## src/design/gtsc_pkg.sv

```systemverilog
`timescale 1ns / 1ps
`default_nettype none

package gtsc_pkg;

   // Configuration port geometry
   localparam int CSR_ADDR_W = 5;
   localparam int CSR_DATA_W = 32;
   localparam int CSR_IDX_W  = 3;

   // Register indexes
   localparam logic [CSR_IDX_W-1:0] REG_RUN_LIMIT      = 3'd0;
   localparam logic [CSR_IDX_W-1:0] REG_COOLDOWN_LIMIT = 3'd1;
   localparam logic [CSR_IDX_W-1:0] REG_TICKS_PER_SEC  = 3'd2;
   localparam logic [CSR_IDX_W-1:0] REG_CRANK_SECONDS  = 3'd3;
   localparam logic [CSR_IDX_W-1:0] REG_SETTLE_SECONDS = 3'd4;
   localparam logic [CSR_IDX_W-1:0] REG_HOLD_SECONDS   = 3'd5;

   // Register reset values
   localparam logic [15:0] RUN_LIMIT_RST      = 16'd14388;
   localparam logic [15:0] COOLDOWN_LIMIT_RST = 16'd3599;
   localparam logic [15:0] TICKS_PER_SEC_RST  = 16'd1953;
   localparam logic [7:0]  CRANK_SECONDS_RST  = 8'd5;
   localparam logic [7:0]  SETTLE_SECONDS_RST = 8'd5;
   localparam logic [7:0]  HOLD_SECONDS_RST   = 8'd2;

   // Item kinds
   localparam logic [1:0] KIND_TICK = 2'd0;
   localparam logic [1:0] KIND_SCAN = 2'd1;
   localparam logic [1:0] KIND_STOP = 2'd2;

   // Button scan mode codes
   localparam logic [2:0] CODE_MAINTAIN = 3'd0;
   localparam logic [2:0] CODE_START    = 3'd2;
   localparam logic [2:0] CODE_AUTO     = 3'd4;
   localparam logic [2:0] CODE_AUTO_ALT = 3'd6;
   localparam logic [2:0] CODE_OFF      = 3'd7;

   // Relay bit positions
   localparam int R_STOP   = 0;
   localparam int R_CHANGE = 1;
   localparam int R_START  = 2;
   localparam int R_ON     = 3;

   // Timed phases
   typedef enum logic [5:0] {
      PH_IDLE       = 6'b000001,
      PH_OFF_HOLD   = 6'b000010,
      PH_MAINS_HOLD = 6'b000100,
      PH_WAIT       = 6'b001000,
      PH_CRANK      = 6'b010000,
      PH_SETTLE     = 6'b100000
   } phase_type;

   typedef struct packed {
      logic [15:0] run_limit;
      logic [15:0] cooldown_limit;
      logic [15:0] ticks_per_second;
      logic [7:0]  crank_seconds;
      logic [7:0]  settle_seconds;
      logic [7:0]  hold_seconds;
   } cfg_type;

   typedef struct packed {
      logic stop_relay;
      logic changeover_relay;
      logic start_relay;
      logic on_relay;
      logic square_out;
      logic running;
      logic cooling;
      logic auto_mode;
   } result_type;

endpackage

`default_nettype wire

```

## src/design/gtsc_csr.sv

```systemverilog
`timescale 1ns / 1ps
`default_nettype none

module gtsc_csr
   import gtsc_pkg::*;
(
   input  wire logic                  clock,
   input  wire logic                  reset,
   input  wire logic                  psel,
   input  wire logic                  penable,
   input  wire logic                  pwrite,
   input  wire logic [CSR_ADDR_W-1:0] paddr,
   input  wire logic [CSR_DATA_W-1:0] pwdata,
   output logic      [CSR_DATA_W-1:0] prdata,
   output logic                       pready,
   output cfg_type                    cfg
);

   cfg_type                cfg_ff;
   cfg_type                cfg_in;
   logic                   wr_en;
   logic [CSR_IDX_W-1:0]   idx;

   assign idx    = paddr[CSR_ADDR_W-1:2];
   assign wr_en  = psel && penable && pwrite;
   assign pready = 1'b1;
   assign cfg    = cfg_ff;

   // Register write decode
   always_comb begin
      cfg_in = cfg_ff;
      if (wr_en) begin
         unique case (idx)
            REG_RUN_LIMIT:      cfg_in.run_limit        = pwdata[15:0];
            REG_COOLDOWN_LIMIT: cfg_in.cooldown_limit   = pwdata[15:0];
            REG_TICKS_PER_SEC:  cfg_in.ticks_per_second = pwdata[15:0];
            REG_CRANK_SECONDS:  cfg_in.crank_seconds    = pwdata[7:0];
            REG_SETTLE_SECONDS: cfg_in.settle_seconds   = pwdata[7:0];
            REG_HOLD_SECONDS:   cfg_in.hold_seconds     = pwdata[7:0];
            default:            cfg_in = cfg_ff;
         endcase
      end
   end

   always_ff @(posedge clock) begin
      if (reset) begin
         cfg_ff.run_limit        <= RUN_LIMIT_RST;
         cfg_ff.cooldown_limit   <= COOLDOWN_LIMIT_RST;
         cfg_ff.ticks_per_second <= TICKS_PER_SEC_RST;
         cfg_ff.crank_seconds    <= CRANK_SECONDS_RST;
         cfg_ff.settle_seconds   <= SETTLE_SECONDS_RST;
         cfg_ff.hold_seconds     <= HOLD_SECONDS_RST;
      end else begin
         cfg_ff <= cfg_in;
      end
   end

   // Read-back multiplexer
   always_comb begin
      unique case (idx)
         REG_RUN_LIMIT:      prdata = {16'd0, cfg_ff.run_limit};
         REG_COOLDOWN_LIMIT: prdata = {16'd0, cfg_ff.cooldown_limit};
         REG_TICKS_PER_SEC:  prdata = {16'd0, cfg_ff.ticks_per_second};
         REG_CRANK_SECONDS:  prdata = {24'd0, cfg_ff.crank_seconds};
         REG_SETTLE_SECONDS: prdata = {24'd0, cfg_ff.settle_seconds};
         REG_HOLD_SECONDS:   prdata = {24'd0, cfg_ff.hold_seconds};
         default:            prdata = '0;
      endcase
   end

endmodule

`default_nettype wire

```

## src/design/gtsc_step.sv

```systemverilog
`timescale 1ns / 1ps
`default_nettype none

module gtsc_step
   import gtsc_pkg::*;
#(
   parameter int TIMER_WIDTH = 16
) (
   input  wire logic       clock,
   input  wire logic       reset,
   input  wire logic       step_en,
   input  wire logic [1:0] kind,
   input  wire logic [2:0] buttons,
   input  wire logic       mains_present,
   input  wire cfg_type    cfg,
   output result_type      result
);

   localparam int CMP_W = (TIMER_WIDTH > 16) ? TIMER_WIDTH : 16;

   logic [TIMER_WIDTH-1:0] tick_ff,  tick_in;
   logic [15:0]            run_ff,   run_in;
   logic [15:0]            cool_ff,  cool_in;
   logic                   rflag_ff, rflag_in;
   logic                   cflag_ff, cflag_in;
   logic                   auto_ff,  auto_in;
   logic                   offl_ff,  offl_in;
   logic                   sq_ff,    sq_in;
   logic [3:0]             relay_ff, relay_in;
   phase_type              phase_ff, phase_in;
   logic [7:0]             psec_ff,  psec_in;

   // Next state for one item, applied in the order of the control sequence
   always_comb begin
      logic [TIMER_WIDTH-1:0] tick_inc;
      logic                   second;
      logic [2:0]             code;

      tick_inc = tick_ff + 1'b1;
      second   = 1'b0;
      code     = buttons;

      tick_in  = tick_ff;
      run_in   = run_ff;
      cool_in  = cool_ff;
      rflag_in = rflag_ff;
      cflag_in = cflag_ff;
      auto_in  = auto_ff;
      offl_in  = offl_ff;
      sq_in    = sq_ff;
      relay_in = relay_ff;
      phase_in = phase_ff;
      psec_in  = psec_ff;

      unique case (kind)
         KIND_TICK: begin
            tick_in = tick_inc;
            if (CMP_W'(tick_inc) == CMP_W'(cfg.ticks_per_second)) begin
               tick_in = '0;
               second  = 1'b1;
            end
         end
         KIND_SCAN: begin
            if (phase_ff == PH_IDLE) begin
               if (offl_ff || (!rflag_ff && cflag_ff)) begin
                  code = CODE_OFF;
               end
               if (code == CODE_AUTO || code == CODE_AUTO_ALT) begin
                  auto_in = 1'b1;
                  if (mains_present) begin
                     relay_in[R_CHANGE] = 1'b0;
                     phase_in = PH_MAINS_HOLD;
                     psec_in  = cfg.hold_seconds;
                  end else begin
                     phase_in = PH_WAIT;
                     psec_in  = 8'd1;
                  end
               end else if (code == CODE_START) begin
                  auto_in            = 1'b0;
                  relay_in[R_STOP]   = 1'b1;
                  relay_in[R_ON]     = 1'b1;
                  relay_in[R_START]  = 1'b1;
                  rflag_in           = 1'b1;
               end else if (code == CODE_MAINTAIN) begin
                  relay_in[R_START] = 1'b0;
                  auto_in           = 1'b0;
               end else begin
                  auto_in  = 1'b0;
                  phase_in = PH_OFF_HOLD;
                  psec_in  = cfg.hold_seconds;
               end
            end
         end
         KIND_STOP: begin
            offl_in  = 1'b1;
            auto_in  = 1'b0;
            rflag_in = 1'b0;
         end
         default: begin
            tick_in = tick_ff;
         end
      endcase

      // One second: run and cooldown timers, square wave, timed phase
      if (second) begin
         if (run_ff == cfg.run_limit) begin
            run_in   = '0;
            rflag_in = 1'b0;
            cflag_in = 1'b1;
         end
         if (cool_ff == cfg.cooldown_limit) begin
            cool_in  = '0;
            cflag_in = 1'b0;
         end
         if (rflag_in) run_in  = run_in + 16'd1;
         if (cflag_in) cool_in = cool_in + 16'd1;
         sq_in = ~sq_ff;
         if (phase_ff != PH_IDLE) begin
            if (psec_ff <= 8'd1) begin
               phase_in = PH_IDLE;
               psec_in  = '0;
               unique case (phase_ff)
                  PH_OFF_HOLD: begin
                     relay_in = '0;
                     rflag_in = 1'b0;
                     offl_in  = 1'b0;
                  end
                  PH_MAINS_HOLD: begin
                     offl_in = 1'b1;
                  end
                  PH_WAIT: begin
                     if (!rflag_in && !cflag_in) begin
                        relay_in[R_STOP]  = 1'b1;
                        relay_in[R_ON]    = 1'b1;
                        relay_in[R_START] = 1'b1;
                        phase_in = PH_CRANK;
                        psec_in  = cfg.crank_seconds;
                     end
                  end
                  PH_CRANK: begin
                     rflag_in          = 1'b1;
                     relay_in[R_START] = 1'b0;
                     phase_in = PH_SETTLE;
                     psec_in  = cfg.settle_seconds;
                  end
                  PH_SETTLE: begin
                     if (!mains_present) begin
                        relay_in[R_CHANGE] = 1'b1;
                        rflag_in           = 1'b1;
                     end
                  end
                  default: begin
                     phase_in = PH_IDLE;
                  end
               endcase
            end else begin
               psec_in = psec_ff - 8'd1;
            end
         end
      end
   end

   always_ff @(posedge clock) begin
      if (reset) begin
         tick_ff  <= '0;
         run_ff   <= '0;
         cool_ff  <= '0;
         rflag_ff <= 1'b0;
         cflag_ff <= 1'b0;
         auto_ff  <= 1'b0;
         offl_ff  <= 1'b0;
         sq_ff    <= 1'b0;
         relay_ff <= '0;
         phase_ff <= PH_IDLE;
         psec_ff  <= '0;
      end else if (step_en) begin
         tick_ff  <= tick_in;
         run_ff   <= run_in;
         cool_ff  <= cool_in;
         rflag_ff <= rflag_in;
         cflag_ff <= cflag_in;
         auto_ff  <= auto_in;
         offl_ff  <= offl_in;
         sq_ff    <= sq_in;
         relay_ff <= relay_in;
         phase_ff <= phase_in;
         psec_ff  <= psec_in;
      end
   end

   // The result reflects the state after this item
   always_comb begin
      result.stop_relay       = relay_in[R_STOP];
      result.changeover_relay = relay_in[R_CHANGE];
      result.start_relay      = relay_in[R_START];
      result.on_relay         = relay_in[R_ON];
      result.square_out       = sq_in;
      result.running          = rflag_in;
      result.cooling          = cflag_in;
      result.auto_mode        = auto_in;
   end

endmodule

`default_nettype wire

```

## src/design/generator_transfer_switch_ctrl.sv

```systemverilog
`timescale 1ns / 1ps
`default_nettype none

// An accepted item is held in the input register, then its result in the result
// register.
// Throughput: one item per cycle; the state update is a single pass between the
// two registers, so nothing but a stalled result register holds the input back.
// Reset (synchronous, active high) clears all timers, flags, relays and the phase
// and loads the configuration registers with their defaults.

module generator_transfer_switch_ctrl
   import gtsc_pkg::*;
#(
   parameter int TIMER_WIDTH = 16
) (
   input  wire logic                  clock,
   input  wire logic                  reset,
   input  wire logic                  req_valid,
   output logic                       req_stall,
   input  wire logic [1:0]            req_kind,
   input  wire logic [2:0]            req_buttons,
   input  wire logic                  req_mains_present,
   output logic                       rsp_valid,
   input  wire logic                  rsp_stall,
   output logic                       rsp_stop_relay,
   output logic                       rsp_changeover_relay,
   output logic                       rsp_start_relay,
   output logic                       rsp_on_relay,
   output logic                       rsp_square_out,
   output logic                       rsp_running,
   output logic                       rsp_cooling,
   output logic                       rsp_auto_mode,
   input  wire logic                  psel,
   input  wire logic                  penable,
   input  wire logic                  pwrite,
   input  wire logic [CSR_ADDR_W-1:0] paddr,
   input  wire logic [CSR_DATA_W-1:0] pwdata,
   output logic      [CSR_DATA_W-1:0] prdata,
   output logic                       pready
);

   cfg_type    cfg;
   result_type step_res;
   result_type res_ff;
   logic       in_valid_ff;
   logic [1:0] kind_ff;
   logic [2:0] buttons_ff;
   logic       mains_ff;
   logic       out_valid_ff;
   logic       advance;
   logic       accept;

   // An item moves on when the result register is empty or being emptied
   assign advance   = in_valid_ff && (!out_valid_ff || !rsp_stall);
   assign req_stall = in_valid_ff && !advance;
   assign accept    = req_valid && !req_stall;

   gtsc_csr u_csr (
      .clock   (clock),
      .reset   (reset),
      .psel    (psel),
      .penable (penable),
      .pwrite  (pwrite),
      .paddr   (paddr),
      .pwdata  (pwdata),
      .prdata  (prdata),
      .pready  (pready),
      .cfg     (cfg)
   );

   gtsc_step #(
      .TIMER_WIDTH (TIMER_WIDTH)
   ) u_step (
      .clock         (clock),
      .reset         (reset),
      .step_en       (advance),
      .kind          (kind_ff),
      .buttons       (buttons_ff),
      .mains_present (mains_ff),
      .cfg           (cfg),
      .result        (step_res)
   );

   // Input register
   always_ff @(posedge clock) begin
      if (reset) begin
         in_valid_ff <= 1'b0;
      end else if (accept) begin
         in_valid_ff <= 1'b1;
      end else if (advance) begin
         in_valid_ff <= 1'b0;
      end
   end

   always_ff @(posedge clock) begin
      if (accept) begin
         kind_ff    <= req_kind;
         buttons_ff <= req_buttons;
         mains_ff   <= req_mains_present;
      end
   end

   // Result register
   always_ff @(posedge clock) begin
      if (reset) begin
         out_valid_ff <= 1'b0;
      end else if (advance) begin
         out_valid_ff <= 1'b1;
      end else if (!rsp_stall) begin
         out_valid_ff <= 1'b0;
      end
   end

   always_ff @(posedge clock) begin
      if (advance) begin
         res_ff <= step_res;
      end
   end

   assign rsp_valid            = out_valid_ff;
   assign rsp_stop_relay       = res_ff.stop_relay;
   assign rsp_changeover_relay = res_ff.changeover_relay;
   assign rsp_start_relay      = res_ff.start_relay;
   assign rsp_on_relay         = res_ff.on_relay;
   assign rsp_square_out       = res_ff.square_out;
   assign rsp_running          = res_ff.running;
   assign rsp_cooling          = res_ff.cooling;
   assign rsp_auto_mode        = res_ff.auto_mode;

`ifndef SYNTHESIS
   // Every item that moves on shows a result in the next cycle
   a_advance_shows: assert property (@(posedge clock) disable iff (reset)
      advance |=> out_valid_ff)
      else $error("advanced item did not reach the result register");

   // The input side stalls only while an item waits behind a held result
   a_stall_cause: assert property (@(posedge clock) disable iff (reset)
      req_stall |-> (in_valid_ff && out_valid_ff && rsp_stall))
      else $error("input stalled without a held result");

   // A held result leaves the waiting item in place
   a_hold_item: assert property (@(posedge clock) disable iff (reset)
      (in_valid_ff && out_valid_ff && rsp_stall) |=> in_valid_ff)
      else $error("waiting item lost behind a held result");
`endif

endmodule

`default_nettype wire

```

## config.mk

```make
export PLATFORM = sky130hd
export DESIGN_NAME = generator_transfer_switch_ctrl
export DESIGN_NICKNAME = d
export VERILOG_FILES = /design/src/design/gtsc_pkg.sv /design/src/design/gtsc_csr.sv /design/src/design/gtsc_step.sv /design/src/design/generator_transfer_switch_ctrl.sv
export SDC_FILE = /design/constraint.sdc
export NUM_CORES = 1
export LEC_CHECK = 0
export ABC_CLOCK_PERIOD_IN_PS = 2900
export BUFFER_PORTS_ARGS = -buffer_cell sky130_fd_sc_hd__buf_2
export CORE_MARGIN = 3
export CORE_UTILIZATION = 40
export CTS_BUF_LIST = sky130_fd_sc_hd__clkbuf_8
export CTS_CLUSTER_SIZE = 30
export DETAILED_ROUTE_END_ITERATION = 6
export PLACE_DENSITY = 0.62
export SLEW_MARGIN = 20
export SYNTH_ARGS = -nofsm -noshare
export SYNTH_HDL_FRONTEND = slang
export SYNTH_HIERARCHICAL = 1
export SYNTH_SLANG_ARGS = --single-unit
```

## constraint.sdc

```tcl
create_clock -name clock -period 2.9 [get_ports clock]
set_input_delay 0 -clock clock [delete_from_list [all_inputs] [get_ports clock]]
set_output_delay 0 -clock clock [all_outputs]
set_load 0.01 [all_outputs]
```

==> results.txt, run 1 <==
Crit-path max FO - 6
Detail Route Antenna Nets - 0
Clock slew at reported path FFs - 0.09 ns
Largest net degree at the start of global routing - 67
DR iter-0 viols - 563
Slew headroom - 34.0%
Most numerous cell in the Yosys netlist - dfxtp_1
Initial antenna violation count - 0
H-tree levels - 4
Post-Syn Area - 9450 sq um
Period utilisation layout - 100%
Slew Limit Fails - 0
1st-pass router iterations - 5
# clock sinks - 159
Hold slack - 0.132 ns
Fin crit period - 2.91 ns
Final setup violation count - 1
CTS Buf Count - 17
Vias in the first global route - 7,995
Synthesized netlist cell count - 1,081
FF+latch count, synth - 159
VDD IR max - 0.000253 V
Skew final - 0.0151 ns
Vias - 8,565
Leak pwr - 4.56 nW
Placer Congestion - 0.881
Post-synth top area cell - dfxtp_1
F_max - 344 MHz
Area delta synth->final - 20.0%
Core box area - 22,900 sq um
Gr ovfl total - 0
RSZ-0062 raised after global routing - true
Status - finished with violations
Cell Rows - 55
Total power - 4.56 mW
Buf/Inv on CP - 2
Register area share after synthesis - 35.2%
Measured slew at the worst slew-check pin - 0.990 ns
Failing checks - negative setup slack
Top-area cell type share of the netlist area - 30.7%
First-pass GRT wire length - 43,600 microns
Share of cells above drive strength 1 - 20.8%
Commonest cells in the netlist - dfxtp_1 (145), nor2_1 (98), mux2i_1 (90)
Max-cap violations - 0
Die area - 25,500 sq um
Via density - 5.62
DRT Wirelength - 28,100 microns
Antenna cells - 0
Hold Path Class - input pin to flop
I/O Pins - 93
Syn Area/Cell - 8.74 sq um
Worst path top cell family by delay - simple AND/OR/NAND/NOR gates
TritonCTS clock tree - built
Post-DP HPWL - 19,800 microns
Top post-synthesis cells by area - dfxtp_1 (31%), mux2i_1 (9.5%), edfxtp_1 (4.4%), xor2_1 (4.3%), nand2b_1 (4.0%)
Design Area, Final - 11,300 sq um
Pre-CTS WS - -0.0427 ns
Synthesis Warnings - 6
CP endpoint kind - flop
DRC Markers - 0
Pwr dens - 402 nW/um^2
Global router's overall resource usage - 21.2%
Chip height - 160 microns
Fin nets - 1,255
CTS root buf - clkbuf_8
Post-route setup slack - -0.00631 ns
Slowest cell on the critical path - or4b_2
Finished Core Util - 49.5%
Ys async rst share - 0%
Routed length per instance - 18.4 microns
Number of synthesized flops with an enable pin - 14
Worst EP arrival - 3.31 ns
Die extent in x - 160 microns
Endpoints failing hold - 0
Yosys cell types - 89
CP Class - flop to flop
Cell mode on critical path - nand3_2
Max incr delay on CP - 0.65 ns
Worst-Skew Late Latency - 0.46 ns
IO buf count - 57
Bufs on Longest Clock Path - 2
Worst Path Required - 3.30 ns
CP cell instances - ha_4 > nor2b_1 > or4b_2 > nand3_2 > o2111ai_4 > nor4_4 > buf_12 > buf_6 > nand2_2 > or4_4 > nand3_2
Dpl cell area - 10,300 sq um
Critical Path Source Type - flop
Initial Utilization - 41.2%
Ys flop type - dfxtp_1
## tightest hold or removal path, stage by stage
cell      delay, ns
buf_2          0.09
nand2b_1       0.26
mux2i_1        0.21
## registers in the layout, summed over array words and instances, names as in the netlist, 2 cells and up
register,cells
u_step/cool_ff,16
u_csr/cfg,72
u_step/phase_ff,6
kind_ff,2
u_step/run_ff,16
u_step/psec_ff,8
buttons_ff,3
u_step/tick_ff,16
u_step/relay_ff,4
## layout by cell type, fill, tap and decap left out, types with 6 or more instances in the layout
master / n
dfxtp_1: 141
nor2_1: 98
mux2i_1: 90
buf_4: 78
o21ai_0: 63
nand2b_1: 61
a21oi_1: 59
buf_2: 56
xor2_1: 46
nand2_1: 44
dlygate4sd3_1: 31
nand3_1: 28
inv_1: 26
clkbuf_8: 19
nand4_1: 19
conb_1: 17
xnor2_1: 16
nor2b_1: 15
a31oi_1: 15
edfxtp_1: 14
nor4_1: 14
and3_1: 13
nor3_1: 13
a2bb2oi_1: 12
buf_6: 9
or4_1: 9
and2_1: 9
or3_1: 8
nand4b_1: 8
nand3_2: 7
nand3b_1: 7
a211oi_2: 7
a221oi_2: 7
ha_1: 7
a22oi_1: 6
a221o_1: 6
## metrics by stage
stage / TNS [ns] / instances
after floorplan: 0 / 1096
after global placement: 0 / 1448
after detailed placement: -0.228 / 1448
after CTS: -0.181 / 1511
after global routing: -2.29 / 1523
final: -0.00631 / 1523
## final cells by class
type,instances,area (sq um)
inverters,25,93.8
clock inverters,13,185
well taps,313,392
repair buffers,177,1340
fillers,2177,11600
clock buffers,19,262
multi-input cells,817,5740
flip-flops and latches,159,3330
## routing by layer
metal / routed length [microns] / track usage, %
met5: 0 / 0
met4: 485 / 6.53
met3: 1490 / 3.61
met2: 13300 / 33.9
met1: 12800 / 29.4
## worst paths after layout
| kind | startpoint | endpoint | slack (ns) | depth (start not counted) |
|---|---|---|---|---|
| setup / recovery | u_step/tick_ff[1]$_SDFFE_PP0P_ | u_step/phase_ff[0]$_SDFFE_PP1P_ | -0.006 | 11 |
| hold reg to reg | u_step/relay_ff[1]$_SDFFE_PP0P_ | u_step/relay_ff[1]$_SDFFE_PP0P_ | 0.48 | 2 |
| hold / removal | pwdata[6] | u_csr/cfg[14]$_SDFFE_PP0P_ | 0.13 | 3 |
| setup reg to reg | u_step/tick_ff[1]$_SDFFE_PP0P_ | u_step/phase_ff[0]$_SDFFE_PP1P_ | -0.006 | 11 |
## report_power, final
group | internal, mW | switching, mW
Combinational | 0.171 | 0.249
Clock | 0.990 | 0.887
Sequential | 2.24 | 0.0216
Total | 3.40 | 1.16
## what timing repair did
action                                  4_1_cts  5_1_grt
hold buffers                                 31        0
endpoints found under the setup margin       15       64
buffers inserted                              0       10
gates resized for setup                       1       48
pin swaps                                     1       13
cloned                                        0        2
endpoints found under the hold margin        88        0
## cells by family after synthesis
kind of cell	Yosys count	synth area share, %
simple gates	400	24.4
fa+ha+maj	8	1.06
other cells	2	0.0795
buf+inv	120	6.49
flops	159	35.2
mux	95	10.1
compound gates	235	17.0
xor+xnor	62	5.75
Power figures use the tool's default switching activity.
==> run 2: changes to the inputs <==
- PLACE_DENSITY: 0.62 -> 0.66
==> results.txt, run 2 (same netlist as run 1, synthesis figures left out) <==
Status - finished clean
DR iter-0 viols - 684
Fin crit period - 2.86 ns
Bufs on Longest Clock Path - 2
Max FFs per register - 72
Endpoints failing hold - 0
Placer Congestion - 0.900
RSZ-0062 raised after global routing - true
Die area - 25,500 sq um
Routed length per instance - 17.8 microns
Gr ovfl total - 0
CP cell instances - or4_4 > or3b_4 > a221oi_4 > buf_6 > nand4_4 > nor3_4 > nand3_1 > or4_1 > a21oi_1
Fill cells - 2,211
Skew final - 0.0129 ns
Global router's overall resource usage - 20.9%
Commonest cells after routing, fill and taps aside - dfxtp_1 (139), nor2_1 (97), mux2i_1 (90), buf_4 (84), o21ai_0 (65)
Fin nets - 1,254
Most common cell after layout, fill and taps aside - dfxtp_1
Vias - 8,552
Max-cap violations - 0
Worst setup startpoint - u_step/phase_ff[1]$_SDFFE_PP0P_
Switching share of power - 28.0%
Detail Route Antenna Nets - 0
Largest net degree at the start of global routing - 83
Worst Path Required - 3.31 ns
Initial Utilization - 41.2%
Slew Limit Fails - 0
Slowest cell on the critical path - or4_4
Worst-Skew Late Latency - 0.48 ns
Critical Path Sink - u_step/run_ff[15]$_SDFFE_PP0P_
CTS root buf - clkbuf_8
Share of cells above drive strength 1 - 20.3%
P_int - 3.11 mW
Period utilisation layout - 98.8%
DRT Wirelength - 27,100 microns
Cell Rows - 55
IO buf count - 57
H-tree levels - 4
Measured slew at the worst slew-check pin - 0.800 ns
# clock sinks - 159
Flop pwr share - 52.3%
VDD IR max - 0.000294 V
CP endpoint kind - flop
Core box area - 22,900 sq um
Initial antenna violation count - 0
P_sw - 1.21 mW
Post-route setup TNS - 0 ns
Hold Path Class - input pin to flop
R2R cell count - 9
I/O Pins - 93
Placed Cells incl. Taps - 1,449
Post-DP HPWL - 19,600 microns
Clock slew at reported path FFs - 0.09 ns
Worst EP arrival - 3.27 ns
Antenna cells - 0
R2r setup slk - 0.04 ns
Area delta synth->final - 18.6%
First-pass GRT wire length - 43,300 microns
Via density - 5.62
Non-Filler Instances - 1,522
Worst r2r dst - u_step/run_ff[15]$_SDFFE_PP0P_
Slew headroom - 46.4%
Critical Path Source Type - flop
Final setup violation count - 0
Leak pwr - 4.53 nW
Pwr dens - 386 nW/um^2
Die extent in x - 160 microns
Clock power share - 38.2%
1st-pass router iterations - 6
TritonCTS clock tree - built
Crit-path max FO - 5
Vias in the first global route - 8,027
F_max - 349 MHz
Max incr delay on CP - 0.54 ns
Comb power frac - 9.6%
DRC Markers - 0
CTS Buf Count - 17
Chip height - 160 microns
Reg2reg start - u_step/phase_ff[1]$_SDFFE_PP0P_
CP Class - flop to flop
==> run 2: cell count changes in the layout (fill, tap and decap cells not counted), moves of 3 or more <==
cell       change
a211oi_1       +5
a211oi_2       -5
buf_4          +6
buf_6          -5
bufinv_16      -3
clkinv_4       +4
dfxtp_2        +3
inv_6          +3
nand3_1        +6
nand3_2        -6
==> run 2: metrics by stage <==
| step | setup WS (ns) | hold WS (ns) | area, sq um | total power, mW | util (%) |
|---|---|---|---|---|---|
| 3_5_place_dp | -0.189 | 0.178 | 10300 | 2.68 | 44.9 |
| 3_3_place_gp | -0.184 | 0.176 | 10300 | 2.68 | 44.9 |
| 6_report | 0.0358 | 0.0414 | 11200 | 4.32 | 48.9 |
| 4_1_cts | 0.00247 | 0.00624 | 11000 | 4.35 | 48.1 |
| 5_1_grt | -0.0826 | 0.0378 | 11200 | 4.49 | 48.9 |
| 2_1_floorplan | 0.0206 | 0.0624 | 9520 | 2.57 | - |
==> run 2: cell type report <==
cell class | count | area (sq um) | share of cell area (%)
clock inverter | 15 | 151 | 1.35
tap | 313 | 392 | 3.50
inverter | 25 | 93.8 | 0.838
timing repair buffer | 176 | 1310 | 11.7
sequential | 159 | 3330 | 29.7
clock buffer | 17 | 234 | 2.09
multi-input combinational | 817 | 5690 | 50.8
==> run 2: worst min path at each step <==
stage | cells past startpoint | start | endpoint | slack, ns
floorplan | 1 | reset | in_valid_ff$_SDFFE_PP0P_ | 0.06
global placement | 1 | req_buttons[1] | buttons_ff[1]$_DFFE_PP_ | 0.18
CTS | 3 | pwdata[6] | u_csr/cfg[46]$_SDFFE_PP0P_ | 0.006
detailed placement | 1 | req_mains_present | mains_ff$_DFFE_PP_ | 0.18
global route | 3 | pwdata[6] | u_csr/cfg[30]$_SDFFE_PP0P_ | 0.04
finish | 3 | pwdata[6] | u_csr/cfg[6]$_SDFFE_PP0P_ | 0.04
==> run 2: repair_timing <==
action / CTS / global route
gates resized for setup: 9 / 23
setup endpoints to repair: 66 / 65
pin swaps: 2 / 17
cloned: 1 / 0
hold buffers: 29 / 0
setup buffers: 1 / 10
endpoints found under the hold margin: 88 / 0
==> run 2: metal layers <==
metal / GRT usage [%] / part of all wire (%) / routed length (microns) / up-vias
met4: 6.09 / 1.7 / 450 / 0
met1: 28.2 / 45 / 12300 / 4115
li1: - / - / - / 4121
met3: 4.51 / 6.4 / 1730 / 41
met2: 33.8 / 47 / 12700 / 275
met5: 0 / 0 / 0 / -
==> run 2: power groups by stage <==
stage / Sequential (mW) / Clock [mW] / Combinational, mW
floorplan: 2.31 / 0 / 0.259
global placement: 2.31 / 0 / 0.368
detailed placement: 2.31 / 0 / 0.370
CTS: 2.26 / 1.69 / 0.403
global route: 2.26 / 1.78 / 0.448
finish: 2.26 / 1.65 / 0.413
==> run 2: worst max-delay path, delay by kind of cell (launching register included) <==
family,cells,cell delay [ns]
compound gates,2,0.49
simple gates,6,1.79
flops,1,0.32
buf+inv,1,0.19
